===== src/hw/rtl/alus_pkg.sv =====
`default_nettype none
// ----------------------------------------------------------------------------
// alus_pkg - shared types, codes and arithmetic for the linear upsampler
// Holds the command handed from the front end to the back end, the
// configuration register indexes and the interpolation point function.
// ----------------------------------------------------------------------------
package alus_pkg;

    // Configuration register indexes
    typedef logic [0:0] t_cfg_index;
    localparam t_cfg_index CFG_RATE_CODE   = 1'b0;
    localparam t_cfg_index CFG_WIDE_OUTPUT = 1'b1;
    localparam int unsigned CFG_DATA_W     = 2;

    // Rate codes (anything above 2x means 4x)
    localparam logic [1:0] RATE_1X = 2'd0;
    localparam logic [1:0] RATE_2X = 2'd1;

    // Default depth of the command queue
    localparam int unsigned ALUS_QUEUE_DEPTH = 2;

    localparam logic [15:0] SIGN_FLIP  = 16'h8000;
    localparam logic [3:0]  BYTE_SHIFT = 4'd8;

    // One decoded item, ready for the back end
    typedef struct packed {
        logic [7:0] prev;      // held sample
        logic [7:0] cur;       // new sample
        logic [1:0] shift;     // log2 of the factor
        logic       wide;      // signed 16-bit output
        logic       has_prev;  // interpolated points are due
        logic       last;      // end of buffer: copies are due
    } t_cmd;

    // Back end phase
    typedef enum logic {
        PH_INTERP,
        PH_COPY
    } t_phase;

    // log2 of the upsampling factor
    function automatic logic [1:0] rate_to_shift(input logic [1:0] rate);
        logic [1:0] sh;
        case (rate)
            RATE_1X: sh = 2'd0;
            RATE_2X: sh = 2'd1;
            default: sh = 2'd2;
        endcase
        return sh;
    endfunction

    // Point k of factor 1<<shift between a and b, in output form
    function automatic logic [15:0] interp_point(input logic [7:0] a,
                                                 input logic [7:0] b,
                                                 input logic [1:0] k,
                                                 input logic [1:0] shift,
                                                 input logic       wide);
        logic [2:0]  f;
        logic [2:0]  fk;
        logic [9:0]  s;
        logic [15:0] u;
        logic [15:0] res;
        f   = 3'd1 << shift;
        fk  = f - {1'b0, k};
        s   = 10'(fk) * 10'(a) + 10'(k) * 10'(b);
        u   = {6'b0, s} << (BYTE_SHIFT - {2'b0, shift});
        if (wide) begin
            res = u ^ SIGN_FLIP;
        end else begin
            res = {8'b0, 8'(s >> shift)};
        end
        return res;
    endfunction

endpackage
`default_nettype wire


===== src/hw/rtl/alus_front.sv =====
`default_nettype none
// ----------------------------------------------------------------------------
// alus_front - input acceptance and classification
// Takes input items, pairs each with the held sample and the configuration
// in force, and pushes one command per item into the queue.
// ----------------------------------------------------------------------------
module alus_front
    import alus_pkg::*;
(
    input  wire logic       i_clk,
    input  wire logic       i_rst_n,
    input  wire logic       i_in_valid,
    output logic            o_in_ready,
    input  wire logic [7:0] i_sample_in,
    input  wire logic       i_end_of_buffer,
    input  wire logic [1:0] i_rate_code,
    input  wire logic       i_wide_output,
    input  wire logic       i_full,
    output logic            o_push,
    output t_cmd            o_cmd
);

    logic [7:0] r_prev_sample;
    logic       r_have_prev;
    logic       accept;

    assign o_in_ready = !i_full;
    assign accept     = i_in_valid && o_in_ready;
    assign o_push     = accept;

    // Command for the back end
    always_comb begin
        o_cmd.prev     = r_prev_sample;
        o_cmd.cur      = i_sample_in;
        o_cmd.shift    = rate_to_shift(i_rate_code);
        o_cmd.wide     = i_wide_output;
        o_cmd.has_prev = r_have_prev;
        o_cmd.last     = i_end_of_buffer;
    end

    // Held sample: end of buffer drops it, otherwise the new one is kept
    always_ff @(posedge i_clk) begin
        if (!i_rst_n) begin
            r_prev_sample <= '0;
            r_have_prev   <= 1'b0;
        end else if (accept) begin
            if (i_end_of_buffer) begin
                r_have_prev <= 1'b0;
            end else begin
                r_prev_sample <= i_sample_in;
                r_have_prev   <= 1'b1;
            end
        end
    end

endmodule
`default_nettype wire


===== src/hw/rtl/alus_queue.sv =====
`default_nettype none
// ----------------------------------------------------------------------------
// alus_queue - short command queue between front and back end
// Circular buffer of commands with a fill count; head is read directly.
// ----------------------------------------------------------------------------
module alus_queue
    import alus_pkg::*;
#(
    parameter int unsigned DEPTH = ALUS_QUEUE_DEPTH
) (
    input  wire logic i_clk,
    input  wire logic i_rst_n,
    input  wire logic i_push,
    input  wire t_cmd i_data,
    output logic      o_full,
    output logic      o_valid,
    output t_cmd      o_data,
    input  wire logic i_pop
);

    localparam int unsigned PTR_W = (DEPTH > 1) ? $clog2(DEPTH) : 1;
    localparam int unsigned CNT_W = $clog2(DEPTH + 1);

    t_cmd             r_mem [DEPTH];
    logic [PTR_W-1:0] r_wr_ptr, n_wr_ptr;
    logic [PTR_W-1:0] r_rd_ptr, n_rd_ptr;
    logic [CNT_W-1:0] r_count,  n_count;
    logic             push;
    logic             pop;

    assign o_full  = (r_count == CNT_W'(DEPTH));
    assign o_valid = (r_count != '0);
    assign o_data  = r_mem[r_rd_ptr];
    assign push    = i_push && !o_full;
    assign pop     = i_pop && o_valid;

    // Pointer and count updates
    always_comb begin
        n_wr_ptr = r_wr_ptr;
        n_rd_ptr = r_rd_ptr;
        n_count  = r_count;
        if (push) begin
            n_wr_ptr = (r_wr_ptr == PTR_W'(DEPTH - 1)) ? '0 : r_wr_ptr + 1'b1;
        end
        if (pop) begin
            n_rd_ptr = (r_rd_ptr == PTR_W'(DEPTH - 1)) ? '0 : r_rd_ptr + 1'b1;
        end
        if (push && !pop) begin
            n_count = r_count + 1'b1;
        end else if (pop && !push) begin
            n_count = r_count - 1'b1;
        end
    end

    always_ff @(posedge i_clk) begin
        if (!i_rst_n) begin
            r_wr_ptr <= '0;
            r_rd_ptr <= '0;
            r_count  <= '0;
        end else begin
            r_wr_ptr <= n_wr_ptr;
            r_rd_ptr <= n_rd_ptr;
            r_count  <= n_count;
        end
    end

    // Storage
    always_ff @(posedge i_clk) begin
        if (push) begin
            r_mem[r_wr_ptr] <= i_data;
        end
    end

`ifndef ASSERT_OFF
    a_count_bound: assert property (@(posedge i_clk) disable iff (!i_rst_n)
        r_count <= CNT_W'(DEPTH))
        else $error("queue count above depth");
    a_count_up: assert property (@(posedge i_clk) disable iff (!i_rst_n)
        (push && !pop) |=> (r_count == $past(r_count) + 1'b1))
        else $error("queue count did not follow push");
`endif

endmodule
`default_nettype wire


===== src/hw/rtl/alus_back.sv =====
`default_nettype none
// ----------------------------------------------------------------------------
// alus_back - result sequencer
// Walks the head command: interpolated points first, then the end-of-buffer
// copies, one result per cycle into the output register while it is not stalled.
// ----------------------------------------------------------------------------
module alus_back
    import alus_pkg::*;
(
    input  wire logic        i_clk,
    input  wire logic        i_rst_n,
    input  wire logic        i_q_valid,
    input  wire t_cmd        i_q_cmd,
    output logic             o_pop,
    output logic             o_out_valid,
    input  wire logic        i_out_ready,
    output logic signed [15:0] o_sample_out,
    output logic             o_final_out
);

    t_phase             r_phase, n_phase;
    logic [1:0]         r_k, n_k;
    logic               r_out_valid, n_out_valid;
    logic signed [15:0] r_out_sample;
    logic               r_out_final;

    logic       do_interp;
    logic       produce;
    logic       load;
    logic       advance;
    logic [1:0] k_max;
    logic       k_last;
    logic [7:0] pt_a;
    logic [1:0] pt_k;

    // Last point index for this command's factor
    always_comb begin
        case (i_q_cmd.shift)
            2'd0:    k_max = 2'd0;
            2'd1:    k_max = 2'd1;
            default: k_max = 2'd3;
        endcase
    end

    assign k_last    = (r_k == k_max);
    // no held sample: go straight to the copies, if the item has any
    assign do_interp = (r_phase == PH_INTERP) && i_q_cmd.has_prev;
    assign produce   = do_interp || i_q_cmd.last;
    assign load      = i_q_valid && produce && (!r_out_valid || i_out_ready);
    assign advance   = i_q_valid && (!produce || load);

    // Copies are point zero between the new sample and itself
    assign pt_a = do_interp ? i_q_cmd.prev : i_q_cmd.cur;
    assign pt_k = do_interp ? r_k : 2'd0;

    // Sequencer: next phase, index, pop and output valid
    always_comb begin
        n_phase     = r_phase;
        n_k         = r_k;
        o_pop       = 1'b0;
        n_out_valid = r_out_valid && !i_out_ready;
        if (load) begin
            n_out_valid = 1'b1;
        end
        if (advance) begin
            if (!produce) begin
                o_pop   = 1'b1;
                n_phase = PH_INTERP;
                n_k     = '0;
            end else if (k_last) begin
                n_k = '0;
                if (do_interp && i_q_cmd.last) begin
                    n_phase = PH_COPY;
                end else begin
                    o_pop   = 1'b1;
                    n_phase = PH_INTERP;
                end
            end else begin
                n_k = r_k + 1'b1;
            end
        end
    end

    always_ff @(posedge i_clk) begin
        if (!i_rst_n) begin
            r_phase     <= PH_INTERP;
            r_k         <= '0;
            r_out_valid <= 1'b0;
        end else begin
            r_phase     <= n_phase;
            r_k         <= n_k;
            r_out_valid <= n_out_valid;
        end
    end

    // Output register payload
    always_ff @(posedge i_clk) begin
        if (load) begin
            r_out_sample <= $signed(interp_point(pt_a, i_q_cmd.cur, pt_k,
                                                 i_q_cmd.shift, i_q_cmd.wide));
            r_out_final  <= !do_interp && k_last;
        end
    end

    assign o_out_valid  = r_out_valid;
    assign o_sample_out = r_out_sample;
    assign o_final_out  = r_out_final;

`ifndef ASSERT_OFF
    a_k_in_range: assert property (@(posedge i_clk) disable iff (!i_rst_n)
        i_q_valid |-> (r_k <= k_max))
        else $error("point index beyond factor");
    a_copy_needs_last: assert property (@(posedge i_clk) disable iff (!i_rst_n)
        (r_phase == PH_COPY) |-> (i_q_valid && i_q_cmd.last))
        else $error("copy phase without end-of-buffer command");
    a_pop_resets_seq: assert property (@(posedge i_clk) disable iff (!i_rst_n)
        o_pop |=> (r_phase == PH_INTERP && r_k == 2'd0))
        else $error("sequencer not rewound after pop");
`endif

endmodule
`default_nettype wire


===== src/hw/rtl/audio_linear_upsampler.sv =====
`default_nettype none
// An accepted item is first written into the queue; its first result is then
// loaded from the queue head into the output register.
// Throughput: one result per cycle while the output is not stalled: f results per
// item (f = 1, 2, 4), 2f with end of buffer and a held sample, none when it yields
// nothing; the queue takes new items while the back end works, until it is full.
// Reset (synchronous, active low) clears configuration, held sample, queue, output valid.
// ----------------------------------------------------------------------------
// audio_linear_upsampler - linear interpolation upsampler, 1x/2x/4x
// Front end decodes items against the held sample, a short queue decouples
// it from the back end, which emits the results one per cycle when not stalled.
// ----------------------------------------------------------------------------
module audio_linear_upsampler
    import alus_pkg::*;
#(
    parameter int unsigned QUEUE_DEPTH = ALUS_QUEUE_DEPTH
) (
    input  wire logic                  i_clk,
    input  wire logic                  i_rst_n,
    input  wire logic                  i_cfg_wr_en,
    input  wire t_cfg_index            i_cfg_index,
    input  wire logic [CFG_DATA_W-1:0] i_cfg_data,
    input  wire logic                  i_in_valid,
    output logic                       o_in_ready,
    input  wire logic [7:0]            i_sample_in,
    input  wire logic                  i_end_of_buffer,
    output logic                       o_out_valid,
    input  wire logic                  i_out_ready,
    output logic signed [15:0]         o_sample_out,
    output logic                       o_final_out
);

    logic [1:0] r_rate_code;
    logic       r_wide_output;
    logic       push;
    logic       full;
    logic       q_valid;
    logic       pop;
    t_cmd       push_cmd;
    t_cmd       head_cmd;

    // Configuration registers
    always_ff @(posedge i_clk) begin
        if (!i_rst_n) begin
            r_rate_code   <= RATE_1X;
            r_wide_output <= 1'b0;
        end else if (i_cfg_wr_en) begin
            case (i_cfg_index)
                CFG_RATE_CODE:   r_rate_code   <= i_cfg_data[1:0];
                CFG_WIDE_OUTPUT: r_wide_output <= i_cfg_data[0];
                default:         ;
            endcase
        end
    end

    alus_front u_front (
        .i_clk           (i_clk),
        .i_rst_n         (i_rst_n),
        .i_in_valid      (i_in_valid),
        .o_in_ready      (o_in_ready),
        .i_sample_in     (i_sample_in),
        .i_end_of_buffer (i_end_of_buffer),
        .i_rate_code     (r_rate_code),
        .i_wide_output   (r_wide_output),
        .i_full          (full),
        .o_push          (push),
        .o_cmd           (push_cmd)
    );

    alus_queue #(
        .DEPTH (QUEUE_DEPTH)
    ) u_queue (
        .i_clk   (i_clk),
        .i_rst_n (i_rst_n),
        .i_push  (push),
        .i_data  (push_cmd),
        .o_full  (full),
        .o_valid (q_valid),
        .o_data  (head_cmd),
        .i_pop   (pop)
    );

    alus_back u_back (
        .i_clk        (i_clk),
        .i_rst_n      (i_rst_n),
        .i_q_valid    (q_valid),
        .i_q_cmd      (head_cmd),
        .o_pop        (pop),
        .o_out_valid  (o_out_valid),
        .i_out_ready  (i_out_ready),
        .o_sample_out (o_sample_out),
        .o_final_out  (o_final_out)
    );

endmodule
`default_nettype wire

===== config.mk =====
export PLATFORM = sky130hd
export DESIGN_NAME = audio_linear_upsampler
export DESIGN_NICKNAME = d
export VERILOG_FILES = /design/src/hw/rtl/alus_pkg.sv /design/src/hw/rtl/alus_front.sv /design/src/hw/rtl/alus_queue.sv /design/src/hw/rtl/alus_back.sv /design/src/hw/rtl/audio_linear_upsampler.sv
export SDC_FILE = /design/constraint.sdc
export NUM_CORES = 1
export LEC_CHECK = 0
export BUFFER_PORTS_ARGS = -buffer_cell sky130_fd_sc_hd__buf_2
export CELL_PAD_IN_SITES_DETAIL_PLACEMENT = 1
export CELL_PAD_IN_SITES_GLOBAL_PLACEMENT = 1
export CORE_MARGIN = 8
export CORE_UTILIZATION = 50
export CTS_CLUSTER_DIAMETER = 150
export DETAILED_ROUTE_END_ITERATION = 8
export HOLD_SLACK_MARGIN = 0.1
export PLACE_DENSITY_LB_ADDON = 0.12
export SLEW_MARGIN = 15
export SYNTH_ARGS = -nofsm -noshare
export SYNTH_HDL_FRONTEND = slang
export SYNTH_SLANG_ARGS = --single-unit

===== constraint.sdc =====
create_clock -name i_clk -period 12.33 [get_ports i_clk]
set_input_delay 1.8495 -clock i_clk [delete_from_list [all_inputs] [get_ports i_clk]]
set_output_delay 1.8495 -clock i_clk [all_outputs]
set_load 0.05 [all_outputs]

-- After elaboration in Yosys (flattened, before gate mapping)
Memories as Yosys holds them, arrays and structs flattened. A register that Yosys moved wholly into a read port is not among the register bits.
Index checks and enable logic that the tools add are counted.
- memories: 1
- bits in writable memories: 42
- word-level logic and storage cells: 90
- bits in registers: 37
- memories (memory ; words ; bits a word ; rd ports ; clocked after memory_dff ; wr ports ; RTL line ; source):
    u_queue.r_mem ; 2 ; 21 ; 1 ; 1 ; 1 ; alus_queue.sv:24 ; t_cmd r_mem [DEPTH];
- bitwise operators: 4
- shifts and indexed selects: 3
- eq/ne operators: 5
- add/sub/neg operators: 8
- $mul: 2
- reductions and logical operators: 30
- muxes and demuxes: 24
- operators by type and width (operator ; number):
    2-to-1 mux 8 bit ; 2
    left shift 10 x 4 -> 16 bit ; 1
    2-to-1 mux 1 bit ; 15
    logical AND 1 bit ; 12
    adder 10 bit ; 1
    multiplier 2 x 8 -> 10 bit ; 1
    multiplier 3 x 8 -> 10 bit ; 1
    2-to-1 mux 2 bit ; 5
    >> shifter 10 x 2 -> 8 bit ; 1
    one-hot mux 2 bit (2 select lines) ; 2
    AND reduction 2 bit ; 4
    zero test 1 bit ; 7
    adder 2 x 1 -> 2 bit, second input constant ; 2
    equality test 2 x 1 -> 1 bit, second input constant ; 2
    zero test 2 bit ; 2
    NOT 1 bit ; 4
    nonzero test 2 bit ; 2
    subtractor 4 x 2 -> 4 bit, first input constant ; 1
    logical OR 1 bit ; 3
    left shift 1 x 2 -> 3 bit, first input constant ; 1
    subtractor 3 x 2 -> 3 bit ; 1
    adder 1 bit, second input constant ; 2
    equality test 2 bit ; 1
    equality test 2 bit, second input constant ; 1
    2 further kinds ; 2

-- Longest topological paths before layout
- word-level depth: 12
- gate-level depth with buffers: 25
- mapped depth without buffers: 21

-- By module
A second synthesis with hierarchy kept.
- cell total of the unflattened synthesis: 457
- area total of the unflattened synthesis: 5087.4 um^2
- modules (own cells, without submodules) (module ; instances ; cells each ; seq. area each (um^2) ; area each (um^2)):
    alus_back ; 1 ; 300 ; 590.6 ; 2735.1
    alus_queue ; 1 ; 90 ; 1361.3 ; 1744.2
    alus_front ; 1 ; 54 ; 180.2 ; 481.7
    audio_linear_upsampler ; 1 ; 13 ; 60.1 ; 126.4

-- Worst setup path after synthesis
Ideal clock, no wire load.
- kind: register to register
- from: register (tool-made name)
- to: register u_back.r_out_sample[14] (netlist: u_back.o_sample_out[14]) (data pin)
- stages on the path, launching flop included: 25
- arrival time: 5929 ps
- period minus slack after synthesis: 6187 ps
- buffers on the path: 5
- required time: 12071 ps
- slack: 6143 ps
- path through: dfxtp_1 -> buf_6 -> buf_6 -> mux2i_1 -> buf_2 -> buf_2 -> ha_1 -> inv_1 -> ha_1 -> fa_1 -> xor2_1 -> and2_1 -> fa_1 -> fa_1 -> inv_1 -> fa_1 -> inv_1 -> ha_1 -> clkbuf_2 -> o21ai_0 -> nor4b_1 -> o31a_1 -> o32ai_1 -> o32ai_1 -> o21bai_1
- RTL lines (element ; RTL line ; source):
    end signal: assignment ; alus_back.sv:99 ; r_out_sample <= $signed(interp_point(pt_a, i_q_cmd.cur, pt_k,
    end: declaration ; alus_back.sv:24 ; logic signed [15:0] r_out_sample;

==> impl_metrics.toml <==
[die]
die_y_um = 116
coreArea_sq_um = 9730
die_w_um = 116
die_area_sq_um = 13500
io_pins = 36
rows = 36
start_util_pct = 51.5

[clock_tree]
cts.sinks = 80
postCtsSetupRepairBufs = 0
clk_pin_slew_worst_paths_ps = 90
h-tree-depth = 3
clock_latency_ps = 350
ctsResizeCount = 0
hold_buffers = 0
cts_buffer_depth = 2
cts_tree = "built"
cts-buffers-inserted = 9
clockRootBuffer = "clkbuf_8"

[route]
drc_errors = 0
wl_per_cell_um = 18.8
vias_per_cell = 5.71
drtIter0Drc = 179
drtAntennaViolNets = 0
drt_first_pass_iters = 4
drt_wl_total_um = 11800
vias = 3580

[cells_and_area]
area_growth_pct = 9.07
nFillCells = 1074
final_area_sq_um = 5460
num_antenna_cells = 0
seq_area_sq_um = 2190
layout.nets = 547
drive_gt1_share_pct = 15.2
multi_input_area_sq_um = 2580

[worst_setup_path]
critPathArrivalTime_ps = 7450
crit_type = "reg2reg"
path_common_cell = "fa_1"
r2r_slack_ps = 5030
critPathTopFamily = "adder cells"
slowest_delay_ps = 570
crit_chain = "buf_4 > mux2i_4 > ha_1 > inv_1 > ha_1 > fa_1 > xor2_1 > and2_1 > fa_1 > fa_1 > inv_1 > fa_1 > inv_1 > ha_1 > o21ai_0 > or2_2 > a22oi_2 > mux2_2 > o21a_1 > a211oi_1"
r2r-end = "u_back.o_sample_out[12]"
slowest_stage = "mux2i_4"
end_kind = "register"
path_depth = 20
rr_worst_depth = 20
cp_data_required_time_ps = 12480
crit_buf_inv = 4
crit_path_start_kind = "register"
cp-endpoint = "u_back.o_sample_out[12]"
cp_max_fo = 23

[synthesis]
yosysWarnings = 0
avgSynthCellArea_sq_um = 10.9
synthCells = 460
synthFlopType = "edfxtp_1"
synthArstFlopShare_pct = 0
synth_top_area_share_pct = 35.4
yosys_register_bits = 80
yosys-top-cells-area = "edfxtp_1 35%, dfxtp_1 8.4%, fa_1 8.4%"
ys_seq_area_share_pct = 43.8
syn-num-nets = 518
syn_area_sq_um = 5010
synth_cell_types = 56
synth_edf_count = 59
yosysTopAreaCell = "edfxtp_1"

[hold_path]
hp-class = "reg2reg"
min-delay-start = "u_front.r_prev_sample[7]"

[timing]
min_period_ps = 7300
final_hold_viol_count = 0
setup_viol = 0
fin_crit_sh_pct = 59.2
fin_skew_ps = 13.2
worstMarginPinSlew_ps = 933
timing.fmax_mhz = 137
slew_headroom_pct = 37.8
setup-tns-final_ps = 0
rsz0062_at_grt = "false"
maxSlewViolCount = 0

[job]
drv_cap = 0

[run_status]
status = "complete, no violations"

[global_routing]
antenna_found_initial = 0
grt_max_degree = 24
overflow = 0
grt_pass1_vias = 3885
track_usage_pct = 19.2
grt_pass1_wl_um = 20100

[placed_design]
portBuffers = 35
finalWeightedCongestion = 0.840
place_hpwl_um = 9320
post_dp_cell_area_sq_um = 5280
## logic make-up after synthesis
family / count (synthesis) / synth area share [%]
flops: 80 / 43.8
fa+ha+maj: 41 / 13.4
compound gates: 94 / 13.0
buf+inv: 56 / 4.70
xor+xnor: 10 / 1.75
mux: 33 / 8.82
simple gates: 146 / 14.6
## area by class of cell
cell class                      instances  share of cell area [%]
Clock buffer                           10                    2.52
Clock inverter                          6                   0.893
Inverter                               35                    2.40
Multi-Input combinational cell        324                    47.3
Sequential cell                        80                    40.1
Tap cell                              133                    3.05
Timing Repair Buffer                   39                    3.76
## registers in the layout, summed over array words and instances (netlist names), 2 cells and up, named ones only
name	count
u_back.r_k	2
u_back.o_sample_out	16
u_queue.r_count	2
u_queue.r_mem	42
u_front.r_prev_sample	8
r_rate_code	2
## worst reg2reg max path: cells and delay by family (launching register included)
kind | cells | cell delay, ps
buffers and inverters | 4 | 700
AO/OA/AOI/OAI | 4 | 930
flip-flops | 1 | 320
adder cells (fa/ha/maj) | 7 | 3060
multiplexers | 2 | 970
XOR/XNOR | 1 | 540
AND/OR/NAND/NOR | 2 | 580
## worst min-delay path by stage
stage,to,slack [ps],cells past startpoint
final,u_queue.r_mem[1][20],450,0
after global routing,u_queue.r_mem[1][20],460,0
after CTS,u_queue.r_mem[1][20],450,0
after detailed placement,u_queue.r_mem[1][18],440,0
after global placement,u_queue.r_mem[0][13],420,0
after floorplan,u_queue.r_mem[0][13],420,0
## cell usage in the layout (no fill, tap or decap), types with 4 or more instances in the layout
cell      synthesis  final
a21boi_0         11     11
mux4_2            7      7
inv_1            33     33
a21oi_1          10     10
or2_2             4      4
xor2_1            5      5
buf_4             1      4
nor2_1           31     31
nand2_1          38     38
nor3_1            8      8
edfxtp_1         59     59
o21a_1            5      5
fa_1             21     21
o211ai_1          6      6
xnor2_1           5      5
nand2b_1         12     12
ha_1             20     20
buf_2             4     35
and2_1           12     12
clkbuf_8          0     10
mux2i_1          21     21
o32ai_1           4      4
and3_1            4      4
a211o_1           5      5
o21ai_0          24     24
a211oi_1         11     11
dfxtp_1          21     21
nor2b_1          15     15
nand3_1          10     10
## metal layers
layer	track usage [%]	wire length (um)	vias up	part of all wire, %
met5	0	0	-	0
met4	5.70	236	0	2.0
met3	3.67	338	20	2.9
met2	33.1	6040	63	51
met1	23.8	5200	1792	44
li1	-	-	1705	-
## metrics by stage
| step | utilization (%) | hold slack [ps] | std cells | worst slack (ps) |
|---|---|---|---|---|
| finish | 56.2 | 454 | 627 | 5030 |
| global placement | 54.2 | 424 | 611 | 5190 |
| floorplan | - | 419 | 460 | 6140 |
| global route | 56.2 | 462 | 627 | 4450 |
| detailed placement | 54.2 | 441 | 611 | 5050 |
| CTS | 56.2 | 453 | 627 | 4980 |
## cells in the mapped netlist, drive strengths merged (2+ instances only)
master	n
and2	12
o21ai	24
nand3	10
nand3b	2
o31ai	2
xnor2	5
and3	4
a21oi	10
mux2i	23
edfxtp	59
nor2	31
nor3b	2
nor3	8
a31oi	2
or3	3
o32ai	4
o21a	5
o211a	3
mux4	7
a32oi	2
clkbuf	14
xor2	5
ha	20
a21o	2
nand2	38
dfxtp	21
inv	35
fa	21
mux2	3
a211o	5
buf	7
a21boi	11
a211oi	11
nor2b	15
o211ai	6
or2	5
nand2b	12
Power is left out: the tool's default activity adds up to more than one toggle a clock period on the data nets, which glitch-free logic cannot reach.
